**src/design/sva_pkg.sv**
```systemverilog
// ----------------------------------------------------------------------------
// Versioned array package
// Field widths, operation and status codes, controller states and the
// command and status structs shared by the controller and the datapath.
// ----------------------------------------------------------------------------
package sva_pkg;

    localparam int FUNC_W    = 2;
    localparam int INDEX_W   = 10;
    localparam int VALUE_W   = 30;
    localparam int SNAP_ID_W = 16;
    localparam int RESULT_W  = 30;
    localparam int STATUS_W  = 2;
    localparam int LEN_W     = 11;

    localparam logic [LEN_W-1:0] LEN_RESET = 11'd1024;

    localparam logic [FUNC_W-1:0] FUNC_SET  = 2'd0;
    localparam logic [FUNC_W-1:0] FUNC_SNAP = 2'd1;
    localparam logic [FUNC_W-1:0] FUNC_GET  = 2'd2;

    localparam logic [STATUS_W-1:0] STS_OK    = 2'd0;
    localparam logic [STATUS_W-1:0] STS_RANGE = 2'd1;
    localparam logic [STATUS_W-1:0] STS_FULL  = 2'd2;
    localparam logic [STATUS_W-1:0] STS_SAT   = 2'd3;

    typedef enum logic [2:0] {
        ST_CLEAR,
        ST_IDLE,
        ST_CNT_WAIT,
        ST_CNT_LOAD,
        ST_HIST_WAIT,
        ST_HIST_CHK,
        ST_APPEND,
        ST_DONE
    } sva_state_t;

    typedef struct packed {
        logic clear;
        logic accept;
        logic load_cnt;
        logic ptr_step;
        logic k_step;
        logic wr_over;
        logic wr_app;
        logic set_full;
        logic take_value;
        logic out_load;
    } sva_cmd_t;

    typedef struct packed {
        logic clr_last;
        logic new_search;
        logic cnt_zero;
        logic is_set;
        logic key_eq;
        logic key_le;
        logic k_one;
        logic cnt_full;
        logic out_free;
    } sva_sts_t;

endpackage

```
**src/design/sva_ctrl.sv**
```systemverilog
// ----------------------------------------------------------------------------
// Versioned array controller
// Sequences the clearing pass, the count lookup, the history search and
// the update for each accepted word.
// ----------------------------------------------------------------------------
module sva_ctrl (
    input  logic              clk,
    input  logic              rst_n,
    input  logic              in_valid,
    output logic              in_ready,
    input  sva_pkg::sva_sts_t sts,
    output sva_pkg::sva_cmd_t cmd
);

    sva_pkg::sva_state_t state_reg;
    sva_pkg::sva_state_t state_next;

    always_ff @(posedge clk or negedge rst_n)
    begin
        if (!rst_n)
        begin
            state_reg <= sva_pkg::ST_CLEAR;
        end
        else
        begin
            state_reg <= state_next;
        end
    end

    always_comb
    begin
        state_next = state_reg;
        cmd        = '0;
        in_ready   = 1'b0;
        case (state_reg)
            sva_pkg::ST_CLEAR:
            begin
                cmd.clear = 1'b1;
                if (sts.clr_last)
                begin
                    state_next = sva_pkg::ST_IDLE;
                end
            end
            sva_pkg::ST_IDLE:
            begin
                in_ready = 1'b1;
                if (in_valid)
                begin
                    cmd.accept = 1'b1;
                    state_next = sts.new_search ? sva_pkg::ST_CNT_WAIT : sva_pkg::ST_DONE;
                end
            end
            sva_pkg::ST_CNT_WAIT:
            begin
                state_next = sva_pkg::ST_CNT_LOAD;
            end
            sva_pkg::ST_CNT_LOAD:
            begin
                cmd.load_cnt = 1'b1;
                if (sts.cnt_zero)
                begin
                    state_next = sts.is_set ? sva_pkg::ST_APPEND : sva_pkg::ST_DONE;
                end
                else
                begin
                    state_next = sva_pkg::ST_HIST_WAIT;
                end
            end
            sva_pkg::ST_HIST_WAIT:
            begin
                cmd.ptr_step = 1'b1;
                state_next   = sva_pkg::ST_HIST_CHK;
            end
            sva_pkg::ST_HIST_CHK:
            begin
                if (sts.is_set)
                begin
                    if (sts.key_eq)
                    begin
                        cmd.wr_over = 1'b1;
                        state_next  = sva_pkg::ST_DONE;
                    end
                    else if (sts.cnt_full)
                    begin
                        cmd.set_full = 1'b1;
                        state_next   = sva_pkg::ST_DONE;
                    end
                    else
                    begin
                        state_next = sva_pkg::ST_APPEND;
                    end
                end
                else if (sts.key_le)
                begin
                    cmd.take_value = 1'b1;
                    state_next     = sva_pkg::ST_DONE;
                end
                else if (sts.k_one)
                begin
                    state_next = sva_pkg::ST_DONE;
                end
                else
                begin
                    cmd.k_step = 1'b1;
                end
            end
            sva_pkg::ST_APPEND:
            begin
                cmd.wr_app = 1'b1;
                state_next = sva_pkg::ST_DONE;
            end
            sva_pkg::ST_DONE:
            begin
                if (sts.out_free)
                begin
                    cmd.out_load = 1'b1;
                    state_next   = sva_pkg::ST_IDLE;
                end
            end
            default:
            begin
                state_next = sva_pkg::ST_CLEAR;
            end
        endcase
    end

endmodule

```
**config.mk**
```make
export PLATFORM = sky130hd
export DESIGN_NAME = sva_ctrl
export DESIGN_NICKNAME = d
export VERILOG_FILES = /design/src/design/sva_pkg.sv /design/src/design/sva_ctrl.sv
export SDC_FILE = /design/constraint.sdc
export NUM_CORES = 1
export LEC_CHECK = 0
export ABC_AREA = 1
export BUFFER_PORTS_ARGS = -buffer_cell sky130_fd_sc_hd__clkbuf_2
export CORE_AREA = 3 3 40 42
export CTS_CLUSTER_DIAMETER = 30
export DETAILED_ROUTE_END_ITERATION = 10
export DIE_AREA = 0 0 43 45
export PLACE_DENSITY = 0.54
export SLEW_MARGIN = 20
export SYNTH_ARGS = -nofsm -noshare
export SYNTH_HDL_FRONTEND = slang
export SYNTH_SLANG_ARGS = --single-unit
export TNS_END_PERCENT = 30
```
**constraint.sdc**
```tcl
create_clock -name clk -period 2.5 [get_ports clk]
set_input_delay 0.375 -clock clk [delete_from_list [all_inputs] [get_ports clk]]
set_output_delay 0.375 -clock clk [all_outputs]
set_load 0.1 [all_outputs]
```
; After elaboration in Yosys (flattened, before gate mapping)
; Index checks and enable logic that the tools add are counted.
; W data, S select, Z words.
[op_classes]
add_sub_neg = 0
multipliers = 0
div = 0
order_cmp = 0
n_eq_ne = 11
shift = 0
muxes = 33
n_bitwise = 0
reduce_logical = 2
[ops]
columns = cell, count
row1 = $mux W3, 8
row2 = $pmux W3 S8, 1
row3 = $mux W1, 21
row4 = $eq A3 B3 Y1 const B, 4
row5 = $eq A3 B2 Y1 const B, 2
row6 = $mux W2, 3
row7 = $ne A2 B2 Y1 const B, 3
row8 = $ne A4 B4 Y1 const B, 1
row9 = $reduce_and A4 Y1, 1
row10 = $eq A3 B1 Y1 const B, 1
row11 = $logic_not A3 Y1, 1
[totals]
ff_bits = 3
latch_bits = 0
ramBits = 0
rom_bits = 0
in_bits = 12
out_inout_bits = 11
word_cells = 47
memories = 0

; Logic depth before layout (Yosys ltp)
; Gate-level depths: netlist of run 1.
[depth]
depth_word = 4
mapped_depth = 9
mapped_depth_nobuf = 8

; Worst setup path after synthesis of run 1
; Ideal clock, no wire load.
[synth_path]
kind = register to output
start = register state_reg[1]
end = output port cmd[2] (netlist name)
arrival_time_ps = 2646
required_time_ps = 2125
slack_ps = -521
path_stages_with_launch = 4
n_path_buf = 0
cell_sequence = dfrtp_1 inv_2 nand4_1 nor3_1
[synth_rtl]
columns = element, line_no
row1 = start: declaration, sva_ctrl.sv:15  ; sva_pkg::sva_state_t state_reg;
row2 = start signal: assignment, sva_ctrl.sv:22  ; state_reg <= sva_pkg::ST_CLEAR;
row3 = start signal: assignment, sva_ctrl.sv:26  ; state_reg <= state_next;
row4 = end: declaration, sva_ctrl.sv:12  ; output sva_pkg::sva_cmd_t cmd

==> impl_metrics.xml, run 1 <==
<?xml version="1.0" encoding="UTF-8"?>
<metrics>
  <group name="outcome">
    <metric name="status" unit="">complete, no violations</metric>
  </group>
  <group name="route">
    <metric name="met2_length" unit="um">439</metric>
    <metric name="drt-pass1-iter-count" unit="">2</metric>
    <metric name="top_signal_layer_used" unit="">met3</metric>
    <metric name="detailedRoute.firstIterationViolations" unit="">4</metric>
    <metric name="totalWireLength" unit="um">917</metric>
    <metric name="post_drt_wl_per_cell" unit="um">8.491</metric>
    <metric name="detailroute.wirelength.met3" unit="um">55</metric>
    <metric name="routedLengthMet1" unit="um">422</metric>
    <metric name="post_drt_via_cell_ratio" unit="">4.324</metric>
    <metric name="detailroute.via_count" unit="">467</metric>
    <metric name="route.detailed.drc" unit="">0</metric>
    <metric name="antenna_left" unit="">0</metric>
  </group>
  <group name="critical_path">
    <metric name="cp.buffers_inverters" unit="">1</metric>
    <metric name="timing.critical_path.max_delay_family" unit="">flip-flops</metric>
    <metric name="worstReg2RegStart" unit="">state_reg[0]</metric>
    <metric name="critPathArrivalTime" unit="ns">1.59</metric>
    <metric name="crit_start" unit="">state_reg[0]</metric>
    <metric name="critical_path_class" unit="">flop to output port</metric>
    <metric name="r2r-end" unit="">state_reg[1]</metric>
    <metric name="end_kind" unit="">output port</metric>
    <metric name="cp_cell_sequence" unit="">nand3_2 -&gt; nor2_1 -&gt; clkbuf_2</metric>
    <metric name="critPathMaxFanout" unit="">10</metric>
    <metric name="largest_stage_delay_worst_path" unit="ns">0.53</metric>
    <metric name="regToRegSetupSlack" unit="ns">1.24</metric>
    <metric name="critPathLaunchType" unit="">flop</metric>
    <metric name="cpMaxStageDelayCell" unit="">dfrtp_1</metric>
    <metric name="critPathRequiredTime" unit="ns">2.12</metric>
    <metric name="r2r.worst_path.cells" unit="">8</metric>
  </group>
  <group name="finish">
    <metric name="final_core_util" unit="%">40.80</metric>
    <metric name="drive_gt1_share" unit="%">39.78</metric>
    <metric name="max_reg_flops" unit="">3</metric>
    <metric name="finalNetCount" unit="">106</metric>
    <metric name="area.growth.synth_to_final" unit="%">39.20</metric>
    <metric name="antennaDiodeCount" unit="">0</metric>
  </group>
  <group name="global_route">
    <metric name="antenna_found_initial" unit="">0</metric>
    <metric name="grt_usage" unit="%">10.60</metric>
    <metric name="maximum_number_of_pins_on_one_net_before_global_route_repair" unit="">11</metric>
    <metric name="global_route.overflow_total" unit="">0</metric>
    <metric name="grt_first_pass_wirelength" unit="um">1607</metric>
    <metric name="grt_pass1_vias" unit="">406</metric>
  </group>
  <group name="floorplan">
    <metric name="fp.dieW" unit="um">43</metric>
    <metric name="height_of_the_chip" unit="um">45</metric>
    <metric name="design.portCount" unit="">23</metric>
    <metric name="fp-row-count" unit="">13</metric>
    <metric name="initial_core_util" unit="%">29.31</metric>
    <metric name="placeableCoreArea" unit="mm2">0.001285</metric>
    <metric name="die_area" unit="mm2">0.001935</metric>
  </group>
  <group name="sta">
    <metric name="fin_skew" unit="ns">0.001303</metric>
    <metric name="slew_violations" unit="">0</metric>
    <metric name="timing.final.crit_period" unit="ns">1.968</metric>
    <metric name="hold-worst-slack" unit="ns">0.4705</metric>
    <metric name="final.period_utilization" unit="%">78.74</metric>
    <metric name="worstMarginPinSlew" unit="ns">0.5417</metric>
    <metric name="setup_viol" unit="">0</metric>
    <metric name="worst_slew_slack_as_a_fraction_of_its_limit" unit="%">64.04</metric>
    <metric name="rsz0062_at_grt" unit="">no</metric>
    <metric name="fin_hold_viols" unit="">0</metric>
    <metric name="max_freq" unit="MHz">508.0</metric>
  </group>
  <group name="clock_network">
    <metric name="postCtsResizedCells" unit="">0</metric>
    <metric name="worst_skew_pair.late_latency" unit="ns">0.23</metric>
    <metric name="cts_tree" unit="">built</metric>
    <metric name="path_clk_slew" unit="ns">0.03</metric>
    <metric name="clock_tree.root_cell" unit="">clkbuf_4</metric>
    <metric name="cts_inserted_buffers" unit="">3</metric>
    <metric name="max_clock_buf_depth" unit="">2</metric>
    <metric name="clock_tree.htree_level_count" unit="">1</metric>
    <metric name="cts_num_sinks" unit="">3</metric>
  </group>
  <group name="yosys">
    <metric name="synth.lib_cells_used.distinct" unit="">15</metric>
    <metric name="ys_ff_latch" unit="">3</metric>
    <metric name="yosys.area.top_type_share" unit="%">19.93</metric>
    <metric name="synthDominantAreaCellType" unit="">dfrtp_1</metric>
    <metric name="yosys-top-cells-area" unit="">dfrtp_1 20%, nand2_1 19%, nor2_1 14%</metric>
    <metric name="postSynthNetCount" unit="">80</metric>
    <metric name="postSynthAreaPerCell" unit="um2">5.538</metric>
    <metric name="ys_seq_area_share" unit="%">19.93</metric>
    <metric name="syn-instance-count" unit="">68</metric>
    <metric name="post_synth_instance_area" unit="um2">376.6</metric>
    <metric name="yosys_warns" unit="">0</metric>
  </group>
  <group name="worst_hold_path">
    <metric name="hold_start" unit="">sts[0]</metric>
    <metric name="number_of_cells_on_the_worst_hold_path" unit="">4</metric>
    <metric name="hold_path_class" unit="">primary input to flop</metric>
    <metric name="timing.hold.worst_endpoint" unit="">state_reg[1]</metric>
  </group>
  <group name="placement">
    <metric name="port-buffer-count" unit="">22</metric>
    <metric name="hpwl" unit="um">798.9</metric>
    <metric name="globalplace.congestion" unit="">0.7426</metric>
  </group>
  <group name="run">
    <metric name="max_cap_viol_count" unit="">0</metric>
  </group>
</metrics>
[metrics by stage]
step                      setup slack, ns  instances  TNS, ns  area [um2]
after global routing               0.4086        108        0       524.3
after global placement             0.7937        103        0       488.0
final                              0.5316        108        0       524.3
after CTS                          0.5098        108        0       524.3
after floorplan                   -0.4359         68  -0.8719       381.6
after detailed placement           0.7525        103        0       488.0
[worst max path at each step]
stage          slack (ns)  cells after the start  endpoint
2_1_floorplan       -0.44                      2    cmd[3]
3_3_place_gp         0.79                      3    cmd[5]
3_5_place_dp         0.75                      3    cmd[5]
4_1_cts              0.51                      3    cmd[5]
5_1_grt              0.41                      3    cmd[5]
6_report             0.53                      3    cmd[5]
[tightest hold or removal path: stages]
cell	delay (ns)
clkbuf_2	0.07
inv_1	0.04
nand3_1	0.11
nand2_1	0.06
[layout by cell type, fill, tap and decap left out, types with 2 or more instances in the layout]
master / n
nand3_2: 2
clkbuf_2: 22
inv_1: 8
clkbuf_4: 3
nor2_1: 14
a21oi_1: 3
nand3_1: 3
dfrtp_1: 3
nor3_1: 2
nand2_2: 2
nand2_1: 19
inv_2: 5
[repair_timing]
item | 4_1_cts | 5_1_grt
setup buffers | 0 | 0
hold buffers | 1 | 0
hold endpoints to repair | 3 | 0
[cell families (layout without fill, tap and decap cells)]
group | count (synthesis) | after routing | synth area share (%)
simple gates | 45 | 45 | 52.82
buf+inv | 15 | 40 | 18.94
compound gates | 5 | 5 | 8.306
flops | 3 | 3 | 19.93
[cells in the mapped netlist]
cell      number
nand4_1        1
inv_2          5
inv_1          8
nor2_2         1
dfrtp_1        3
nand3_1        3
nor3_1         3
nand2_1       19
nor2_1        14
o21ai_2        1
nand3_2        2
a21oi_1        3
a21boi_0       1
buf_6          2
nand2_2        2
[cell type report]
class                      instances  area (um2)
sequential                         3       75.07
multi-input combinational         50       235.2
tap                               15       18.77
fill                             157       760.7
timing repair buffer              23       120.1
inverter                          13       48.80
clock buffer                       4       26.28
[metal layers]
layer / vias up / GRT usage, %
met1: 197 / 14.56
met2: 12 / 17.96
li1: 258 / -
met4: 0 / 3.614
met3: 0 / 0.3984
met5: - / 0
Power of run 1 is left out: the tool's default activity adds up to more than one toggle a clock period on the data nets, which glitch-free logic cannot reach.
==> run 2, diff against run 1 <==
--- a/config.mk
+++ b/config.mk
@@ -11,7 +11,7 @@
 export CTS_CLUSTER_DIAMETER = 30
 export DETAILED_ROUTE_END_ITERATION = 10
 export DIE_AREA = 0 0 43 45
-export PLACE_DENSITY = 0.54
+export PLACE_DENSITY = 0.56
 export SLEW_MARGIN = 20
 export SYNTH_ARGS = -nofsm -noshare
 export SYNTH_HDL_FRONTEND = slang
==> constraint.sdc (replaced) <==
create_clock -name clk -period 1.59 [get_ports clk]
set_input_delay 0.2385 -clock clk [delete_from_list [all_inputs] [get_ports clk]]
set_output_delay 0.2385 -clock clk [all_outputs]
set_load 0.1 [all_outputs]
==> run 2 against run 1 <==
Hold slack lost 0.14 ns. Utilization up 21 points. First-iteration DRC count grew 100%. Wire length is 29% higher. Global-route usage increased by 3.6 points. Setup slack worse by 0.51 ns. Sequential share of layout area shrank 4.4 points. Critical path type unchanged. Register-to-register slack worse by 0.89 ns. Non-clock buffer count rose by 7. Critical path depth unchanged. Largest cell class is now non-clock buffers. Sequential cell count stayed put. Count of clock-buffer cells in the layout is the same.
==> impl_metrics.xml, run 2 (synthesis gave the netlist of run 1 again) <==
<?xml version="1.0" encoding="UTF-8"?>
<metrics>
  <group name="critical_path">
    <metric name="r2r-end" unit="">state_reg[0]</metric>
    <metric name="worstReg2RegStart" unit="">state_reg[0]</metric>
    <metric name="critPathMaxFanout" unit="">6</metric>
    <metric name="critPathArrivalTime" unit="ns">1.33</metric>
    <metric name="end_kind" unit="">output port</metric>
    <metric name="critPathRequiredTime" unit="ns">1.35</metric>
    <metric name="critical_path_class" unit="">flop to output port</metric>
    <metric name="r2r.worst_path.cells" unit="">7</metric>
    <metric name="regToRegSetupSlack" unit="ns">0.35</metric>
    <metric name="critPathLaunchType" unit="">flop</metric>
  </group>
  <group name="finish">
    <metric name="area.growth.synth_to_final" unit="%">111.6</metric>
    <metric name="layout_common_cells" unit="">19 x nand2_1, 11 x clkbuf_2, 11 x buf_12</metric>
    <metric name="max_reg_flops" unit="">3</metric>
    <metric name="final_core_util" unit="%">62.03</metric>
    <metric name="antennaDiodeCount" unit="">0</metric>
    <metric name="commonest_non_fill_non_tap_cell_in_the_layout" unit="">nand2_1</metric>
    <metric name="drive_gt1_share" unit="%">56.00</metric>
    <metric name="finalNetCount" unit="">113</metric>
  </group>
  <group name="route">
    <metric name="antenna_left" unit="">0</metric>
    <metric name="totalWireLength" unit="um">1185</metric>
    <metric name="detailroute.via_count" unit="">519</metric>
    <metric name="detailedRoute.firstIterationViolations" unit="">8</metric>
    <metric name="route.detailed.drc" unit="">0</metric>
    <metric name="drt-pass1-iter-count" unit="">4</metric>
    <metric name="post_drt_wl_per_cell" unit="um">10.30</metric>
    <metric name="post_drt_via_cell_ratio" unit="">4.513</metric>
  </group>
  <group name="placement">
    <metric name="port-buffer-count" unit="">22</metric>
    <metric name="globalplace.congestion" unit="">0.7679</metric>
    <metric name="hpwl" unit="um">837.3</metric>
  </group>
  <group name="floorplan">
    <metric name="design.portCount" unit="">23</metric>
    <metric name="height_of_the_chip" unit="um">45</metric>
    <metric name="fp-row-count" unit="">13</metric>
    <metric name="fp.dieW" unit="um">43</metric>
    <metric name="initial_core_util" unit="%">29.31</metric>
    <metric name="die_area" unit="mm2">0.001935</metric>
    <metric name="placeableCoreArea" unit="mm2">0.001285</metric>
  </group>
  <group name="global_route">
    <metric name="grt_usage" unit="%">14.17</metric>
    <metric name="global_route.overflow_total" unit="">0</metric>
    <metric name="maximum_number_of_pins_on_one_net_before_global_route_repair" unit="">7</metric>
    <metric name="antenna_found_initial" unit="">0</metric>
    <metric name="grt_pass1_vias" unit="">508</metric>
    <metric name="grt_first_pass_wirelength" unit="um">2159</metric>
  </group>
  <group name="pwr">
    <metric name="power_density_of_the_placed_cells" unit="mW/mm2">2299</metric>
    <metric name="report.power.total" unit="mW">1.833</metric>
    <metric name="max-vdd-ir-drop" unit="uV">1518</metric>
    <metric name="p_leak" unit="nW">0.4082</metric>
  </group>
  <group name="outcome">
    <metric name="status" unit="">complete, no violations</metric>
  </group>
  <group name="clock_network">
    <metric name="path_clk_slew" unit="ns">0.04</metric>
    <metric name="max_clock_buf_depth" unit="">2</metric>
    <metric name="cts_num_sinks" unit="">3</metric>
    <metric name="cts_tree" unit="">built</metric>
    <metric name="clock_tree.root_cell" unit="">clkbuf_4</metric>
    <metric name="cts_inserted_buffers" unit="">3</metric>
    <metric name="clock_tree.htree_level_count" unit="">1</metric>
    <metric name="worst_skew_pair.late_latency" unit="ns">0.24</metric>
  </group>
  <group name="sta">
    <metric name="rsz0062_at_grt" unit="">yes</metric>
    <metric name="final.period_utilization" unit="%">98.90</metric>
    <metric name="setup_viol" unit="">0</metric>
    <metric name="worstMarginPinSlew" unit="ns">0.2230</metric>
    <metric name="fin_hold_viols" unit="">0</metric>
    <metric name="timing.final.crit_period" unit="ns">1.573</metric>
    <metric name="slew_violations" unit="">0</metric>
    <metric name="worst_slew_slack_as_a_fraction_of_its_limit" unit="%">85.05</metric>
    <metric name="fin_skew" unit="ns">0.002490</metric>
    <metric name="max_freq" unit="MHz">635.9</metric>
  </group>
  <group name="run">
    <metric name="max_cap_viol_count" unit="">0</metric>
  </group>
  <group name="worst_hold_path">
    <metric name="hold_path_class" unit="">primary input to asynchronous set/reset pin</metric>
  </group>
</metrics>
==> run 2: area by class of cell <==
type / instances / area, um2
Sequential cell: 3 / 78.83
Clock buffer: 4 / 26.28
Inverter: 13 / 51.30
Fill cell: 123 / 488.0
Timing Repair Buffer: 30 / 335.3
Tap cell: 15 / 18.77
Multi-Input combinational cell: 50 / 286.5
==> run 2: power breakdown <==
part           leakage [nW]  internal [mW]  switching, mW  total (mW)
clock network        0.0150         0.0942         0.0417       0.136
registers            0.0312          0.128         0.0739       0.202
logic                 0.362          0.539          0.956        1.49
==> run 2: how the worst max path moves through the flow <==
stage | to | slack [ns] | cells after the start | startpoint
floorplan | cmd[3] | -0.36 | 2 | state_reg[0]
global placement | cmd[5] | 0.18 | 3 | state_reg[0]
detailed placement | cmd[5] | 0.16 | 3 | state_reg[0]
global route | cmd[6] | -0.04 | 3 | state_reg[0]
CTS | cmd[2] | 0.005 | 4 | state_reg[1]
finish | cmd[6] | 0.02 | 3 | state_reg[0]
==> run 2: routing by layer <==
| layer | global-route usage [%] | up-vias | share of wire [%] |
|---|---|---|---|
| met3 | 3.984 | 0 | 6.7 |
| li1 | - | 271 | - |
| met1 | 16.91 | 234 | 39 |
| met4 | 1.807 | 0 | 0 |
| met2 | 26.05 | 14 | 54 |
| met5 | 0 | - | 0 |
==> run 2: metrics by stage <==
step | std cells | worst slack (ns) | setup TNS [ns] | hold WS [ns] | cell area, um2
floorplan | 68 | -0.3625 | -1.993 | -0.05709 | 412.9
global placement | 103 | 0.1847 | 0 | 0.03583 | 684.4
global route | 115 | -0.04303 | -0.07374 | 0.3444 | 797.0
finish | 115 | 0.01744 | 0 | 0.3301 | 797.0
detailed placement | 103 | 0.1627 | 0 | 0.03492 | 684.4
CTS | 115 | 0.005223 | 0 | 0.3333 | 782.0
==> run 2: critical path, stage by stage (launching register included) <==
cell and delay [ns]:
dfrtp_2 0.45, buf_2 0.18, nor3_2 0.25, buf_12 0.21
==> run 2: repair_timing <==
item	4_1_cts	5_1_grt
hold endpoints to repair	3	0
setup buffers	7	0
endpoints found under the setup margin	7	6
resized for setup	5	3
hold buffers	1	0
pin swaps	2	2
Power figures use the tool's default switching activity.
